**config.mk**
```make
export PLATFORM = sky130hd
export DESIGN_NAME = cswb_ctrl
export DESIGN_NICKNAME = d
export VERILOG_FILES = /design/src/hw/rtl/cswb_pkg.sv /design/src/hw/rtl/cswb_ctrl.sv
export SDC_FILE = /design/constraint.sdc
export NUM_CORES = 1
export LEC_CHECK = 0
export BUFFER_PORTS_ARGS = -buffer_cell sky130_fd_sc_hd__buf_2
export CORE_AREA = 2 2 39 41
export DETAILED_ROUTE_END_ITERATION = 7
export DIE_AREA = 0 0 41 43
export PLACE_DENSITY = 0.41
export RECOVER_POWER = 50
export SLEW_MARGIN = 20
export SYNTH_ARGS = -nofsm -noshare
export SYNTH_HDL_FRONTEND = slang
export SYNTH_SLANG_ARGS = --single-unit
export TNS_END_PERCENT = 5
```
**constraint.sdc**
```tcl
create_clock -name clk -period 1.6 [get_ports clk]
set_clock_uncertainty 0.15 [all_clocks]
set_input_delay 0.48 -clock clk [delete_from_list [all_inputs] [get_ports clk]]
set_output_delay 0.48 -clock clk [all_outputs]
set_load 0.01 [all_outputs]
```
**src/hw/rtl/cswb_pkg.sv**
```systemverilog
// ----------------------------------------------------------------------------
// cswb_pkg
// Shared types and constants for the coalescing staged write buffer.
// ----------------------------------------------------------------------------
package cswb_pkg;

	localparam int MAX_PENDING_DEF   = 64;
	localparam int ADDRESS_WIDTH_DEF = 32;
	localparam int VALUE_WIDTH_DEF   = 32;

	localparam logic [1:0] MODE_STAGE   = 2'd0;
	localparam logic [1:0] MODE_APPLY   = 2'd1;
	localparam logic [1:0] MODE_DISCARD = 2'd2;

	typedef enum logic [1:0] {
		ST_IDLE,
		ST_MATCH,
		ST_APPLY
	} state_t;

	typedef struct packed {
		logic load_req;
		logic stage;
		logic rd_start;
		logic apply_rd;
		logic resp_keep;
		logic resp_clear;
	} cmd_t;

	typedef struct packed {
		logic empty;
		logic rd_last;
	} status_t;

endpackage

```
**src/hw/rtl/cswb_ctrl.sv**
```systemverilog
// ----------------------------------------------------------------------------
// cswb_ctrl
// Controller: sequences stage, apply and discard transactions.
// ----------------------------------------------------------------------------
module cswb_ctrl (
	input  logic              clk,
	input  logic              arst_n,
	input  logic              start,
	input  logic [1:0]        mode,
	input  cswb_pkg::status_t status,
	output cswb_pkg::cmd_t    cmd,
	output logic              busy
);
	import cswb_pkg::*;

	state_t state_q;
	state_t state_nxt;

	always_ff @(posedge clk or negedge arst_n) begin
		if (!arst_n) begin
			state_q <= ST_IDLE;
		end else begin
			state_q <= state_nxt;
		end
	end

	always_comb begin
		state_nxt = state_q;
		cmd       = '0;
		busy      = (state_q != ST_IDLE);
		case (state_q)
			ST_IDLE: begin
				if (start) begin
					case (mode)
						MODE_STAGE: begin
							cmd.load_req = 1'b1;
							state_nxt    = ST_MATCH;
						end
						MODE_APPLY: begin
							if (status.empty) begin
								cmd.resp_clear = 1'b1;
							end else begin
								cmd.rd_start = 1'b1;
								state_nxt    = ST_APPLY;
							end
						end
						MODE_DISCARD: begin
							cmd.resp_clear = 1'b1;
						end
						default: begin
							cmd.resp_keep = 1'b1;
						end
					endcase
				end
			end
			ST_MATCH: begin
				cmd.stage = 1'b1;
				state_nxt = ST_IDLE;
			end
			ST_APPLY: begin
				cmd.apply_rd = 1'b1;
				if (status.rd_last) begin
					state_nxt = ST_IDLE;
				end
			end
			default: begin
				state_nxt = ST_IDLE;
			end
		endcase
	end

endmodule

```
Word level (Yosys, flattened, before mapping) --
Index checks and enable logic that the tools add are counted.
Operators by class: reduce and logical (&&, ||, !) cells 5, eq/ne operators 8, muxes and demuxes 19
Operator list (count):
- $mux 1 | 11
- $mux 2 | 5
- $pmux 2 s2 | 2
- $eq 2x1->1 const B | 2
- $eq 2x2->1 const B | 2
- $logic_not 2->1 | 2
- $ne 2x2->1 const B | 2
- $reduce_and 4->1 | 1
- $ne 3x1->1 const B | 1
- $ne 3x3->1 const B | 1
- $reduce_or 3->1 | 1
- $pmux 1 s2 | 1
- $reduce_bool 2->1 | 1
Word-level totals: bits of input ports 7, register bits 2, output and inout bits 7, logic and storage cells 33

Longest topological paths before layout --
depth in word-level cells 5, gate-level depth with buffers 4, mapped depth without buffers 4

Worst setup path before layout --
No wires, ideal clock.
kind input to output, start input port mode[1], end output port cmd[0] (netlist bit), path slack -0.034 ns, data required time 0.970 ns, stages on the path 4, path buffers 0, arrival time 1.004 ns, cells stage by stage inv_1 ha_1 nand3_1 nor2_1
RTL lines:
- start, declared | line cswb_ctrl.sv:9 | input logic [1:0] mode,
- end, declared | line cswb_ctrl.sv:11 | output cswb_pkg::cmd_t cmd,

==> metrics.txt <==
status complete, but fails checks; failing checks setup timing; final worst path period need 1.79 ns; Total Wirelength 561 um; Worst Slack Setup Final -0.193 ns; power density cells 554 nW/um^2; Skew-Pair Late Insertion Delay 0.22 ns; DPL Wire Length 459 um; initial antenna violation count 0; post-route antenna net violation count 0; Startpoint Class flop; layout cells sized above 1 63.8%; Sink Count 2; routed len/inst 8.90 um; register area share after synthesis 22.6%; first-pass GRT wire length 979 um; First-pass DRT Iterations 3; post-route cell area 440 um^2; number of flip-flops in the largest register 2; die area 1760 um^2; fin. max-slew vios 0; period utilization 112%; Worst Hold Class in -> reg; fillcell total 149; syn_area_per_cell 8.86 um^2; area leader, netlist ha_1; 1st-iter DRT viols 4; VDD IR-drop max 0.193 mV; synth top area cells ha_1, dfrtp_1, inv_1; Slew @ Worst Pin 0.169 ns; final hold violations 0; # setup viols final 6; clk root buf clkbuf_4; yosys warns 0; Setup crit end kind output port; WP data required 0.97 ns; initial core utilization 16.0%; I/O Buffers 13; io pins 14; Final GP Congestion 0.663; Placement Cell Area 352 um^2; Syn Nets 37; Post-synth EDFFs 0; post-synth top area share 28.2%; Leak 0.243 nW; number of max-cap violations 0; clock buffer count from CTS 3; count of cell types in the netlist 13; largest family of logic cells by synthesized area simple AND/OR/NAND/NOR gates; Cells after Synth 25; Adder-Cell Fraction of Synth Area 28.2%; Via density 3.95; Cell Rows 14; Die Ht 43 um; clk slew on worst S/H paths 0.03 ns; Syn Std Cell Area 221 um^2; GR Overflow Total 0; via count 249; Inst Count DP 57; Crit path arrival time 1.16 ns; Fmax 0.558 GHz; Finished Layout Cells 63; RSZ-0062 raised after global routing true; Core ar. 1380 um^2; post-synthesis xor/xnor area fraction 0%; Largest regs state_q (2); crit path max fanout 5; #FFs+latches synth 2; ys flop type dfrtp_1; Residual DRC 0; Syn-to-layout area delta 98.9%; register area 50.0 um^2; asr flop ratio synth 100%; fraction of synthesized area in multiplexers 4.52%; largest net degree at the start of global routing 6; nets 61; H-tree depth 1; Tot GR Track Use 8.41%; diode count 0; Slew Limit Headroom 88.7%; Simple-Gate Fraction of Synth Area 29.9%; die width 41 um; complex-gate fraction of the synthesized area 6.21%; CTS Buffer Depth 2; WS Path Type reg -> out; vias in the first global route 236; Placement Setup Slack -0.248 ns; Biggest register state_q; CTS tree done; area of the multi-input gates 193 um^2
area by class of cell:
class                   count  share of cell area, %
multi-input cells          18                   43.8
repair buffers             19                   29.8
flip-flops and latches      2                   11.4
inverters                   5                   5.40
clock buffers               3                   5.11
well taps                  16                   4.55
metrics by stage:
stage | total power, W | utilization (%) | hold slack [ns] | setup TNS [ns]
2_1_floorplan | 0.0000886 | - | 0.0344 | 0
3_3_place_gp | 0.000118 | 25.4 | 0.118 | -0.711
3_5_place_dp | 0.000118 | 25.4 | 0.116 | -0.712
4_1_cts | 0.000253 | 31.6 | 0.380 | -0.937
5_1_grt | 0.000271 | 31.8 | 0.390 | -1.38
6_report | 0.000244 | 31.8 | 0.378 | -0.888
worst max-delay path: stages (launching register included):
cell	delay, ns
dfrtp_1	0.41
nor2_4	0.20
nand3_2	0.10
nor2_1	0.10
buf_2	0.14
cell usage in the layout, fill, tap and decap left out:
cell type	count
ha_1	3
inv_1	3
a21oi_1	1
nand3_2	2
clkbuf_4	3
nor2_1	1
nor2_4	1
dfrtp_1	2
clkbuf_1	1
o2bb2ai_1	1
nor2b_1	1
nor2b_2	1
and3_4	1
nor2_2	1
buf_8	1
and2b_1	1
and3_1	1
dlygate4sd3_1	1
ha_4	2
inv_4	2
buf_4	4
buf_2	10
mux2i_1	1
buf_6	2
synthesized netlist by cell type, types with 2 or more instances:
library cell  count
dfrtp_1           2
ha_1              5
inv_1             5
nand3_1           2
nor2_1            2
nor2b_1           2
final timing paths:
path / from / cells past startpoint / endpoint / slack [ns]
max: state_q[0] / 4 / cmd[3] / -0.19
min: status[0] / 3 / state_q[1] / 0.38
max reg2reg: state_q[0] / 4 / state_q[1] / 0.40
min reg2reg: state_q[0] / 2 / state_q[1] / 0.48
max in group asynchronous: arst_n / 2 / state_q[1] / 0.76
min in group asynchronous: arst_n / 2 / state_q[0] / 0.42
repair_timing:
item	CTS	global route
pin swaps	3	2
cloned	0	0
endpoints found under the setup margin	6	7
hold buffers	1	0
resized for setup	10	1
hold endpoints to repair	2	0
buffers inserted	2	0
power by group:
group / switching (W) / total, W / internal, W
logic: 0.0000345 / 0.0000760 / 0.0000416
clock network: 0.0000293 / 0.000112 / 0.0000828
registers: 0.00000261 / 0.0000556 / 0.0000530
routing by layer:
layer	GRT usage [%]	up-vias	share of wire (%)
li1	-	128	-
met1	9.87	107	44
met2	11.9	14	42
met3	4.71	0	14
met4	4.00	0	0
met5	0	-	0
cell families after synthesis:
kind of cell,Yosys count
adder cells (fa/ha/maj),5
buffers and inverters,5
flip-flops,2
AND/OR/NAND/NOR,10
multiplexers,1
AO/OA/AOI/OAI,2
Note: power is estimated with default switching activity, not from simulation.
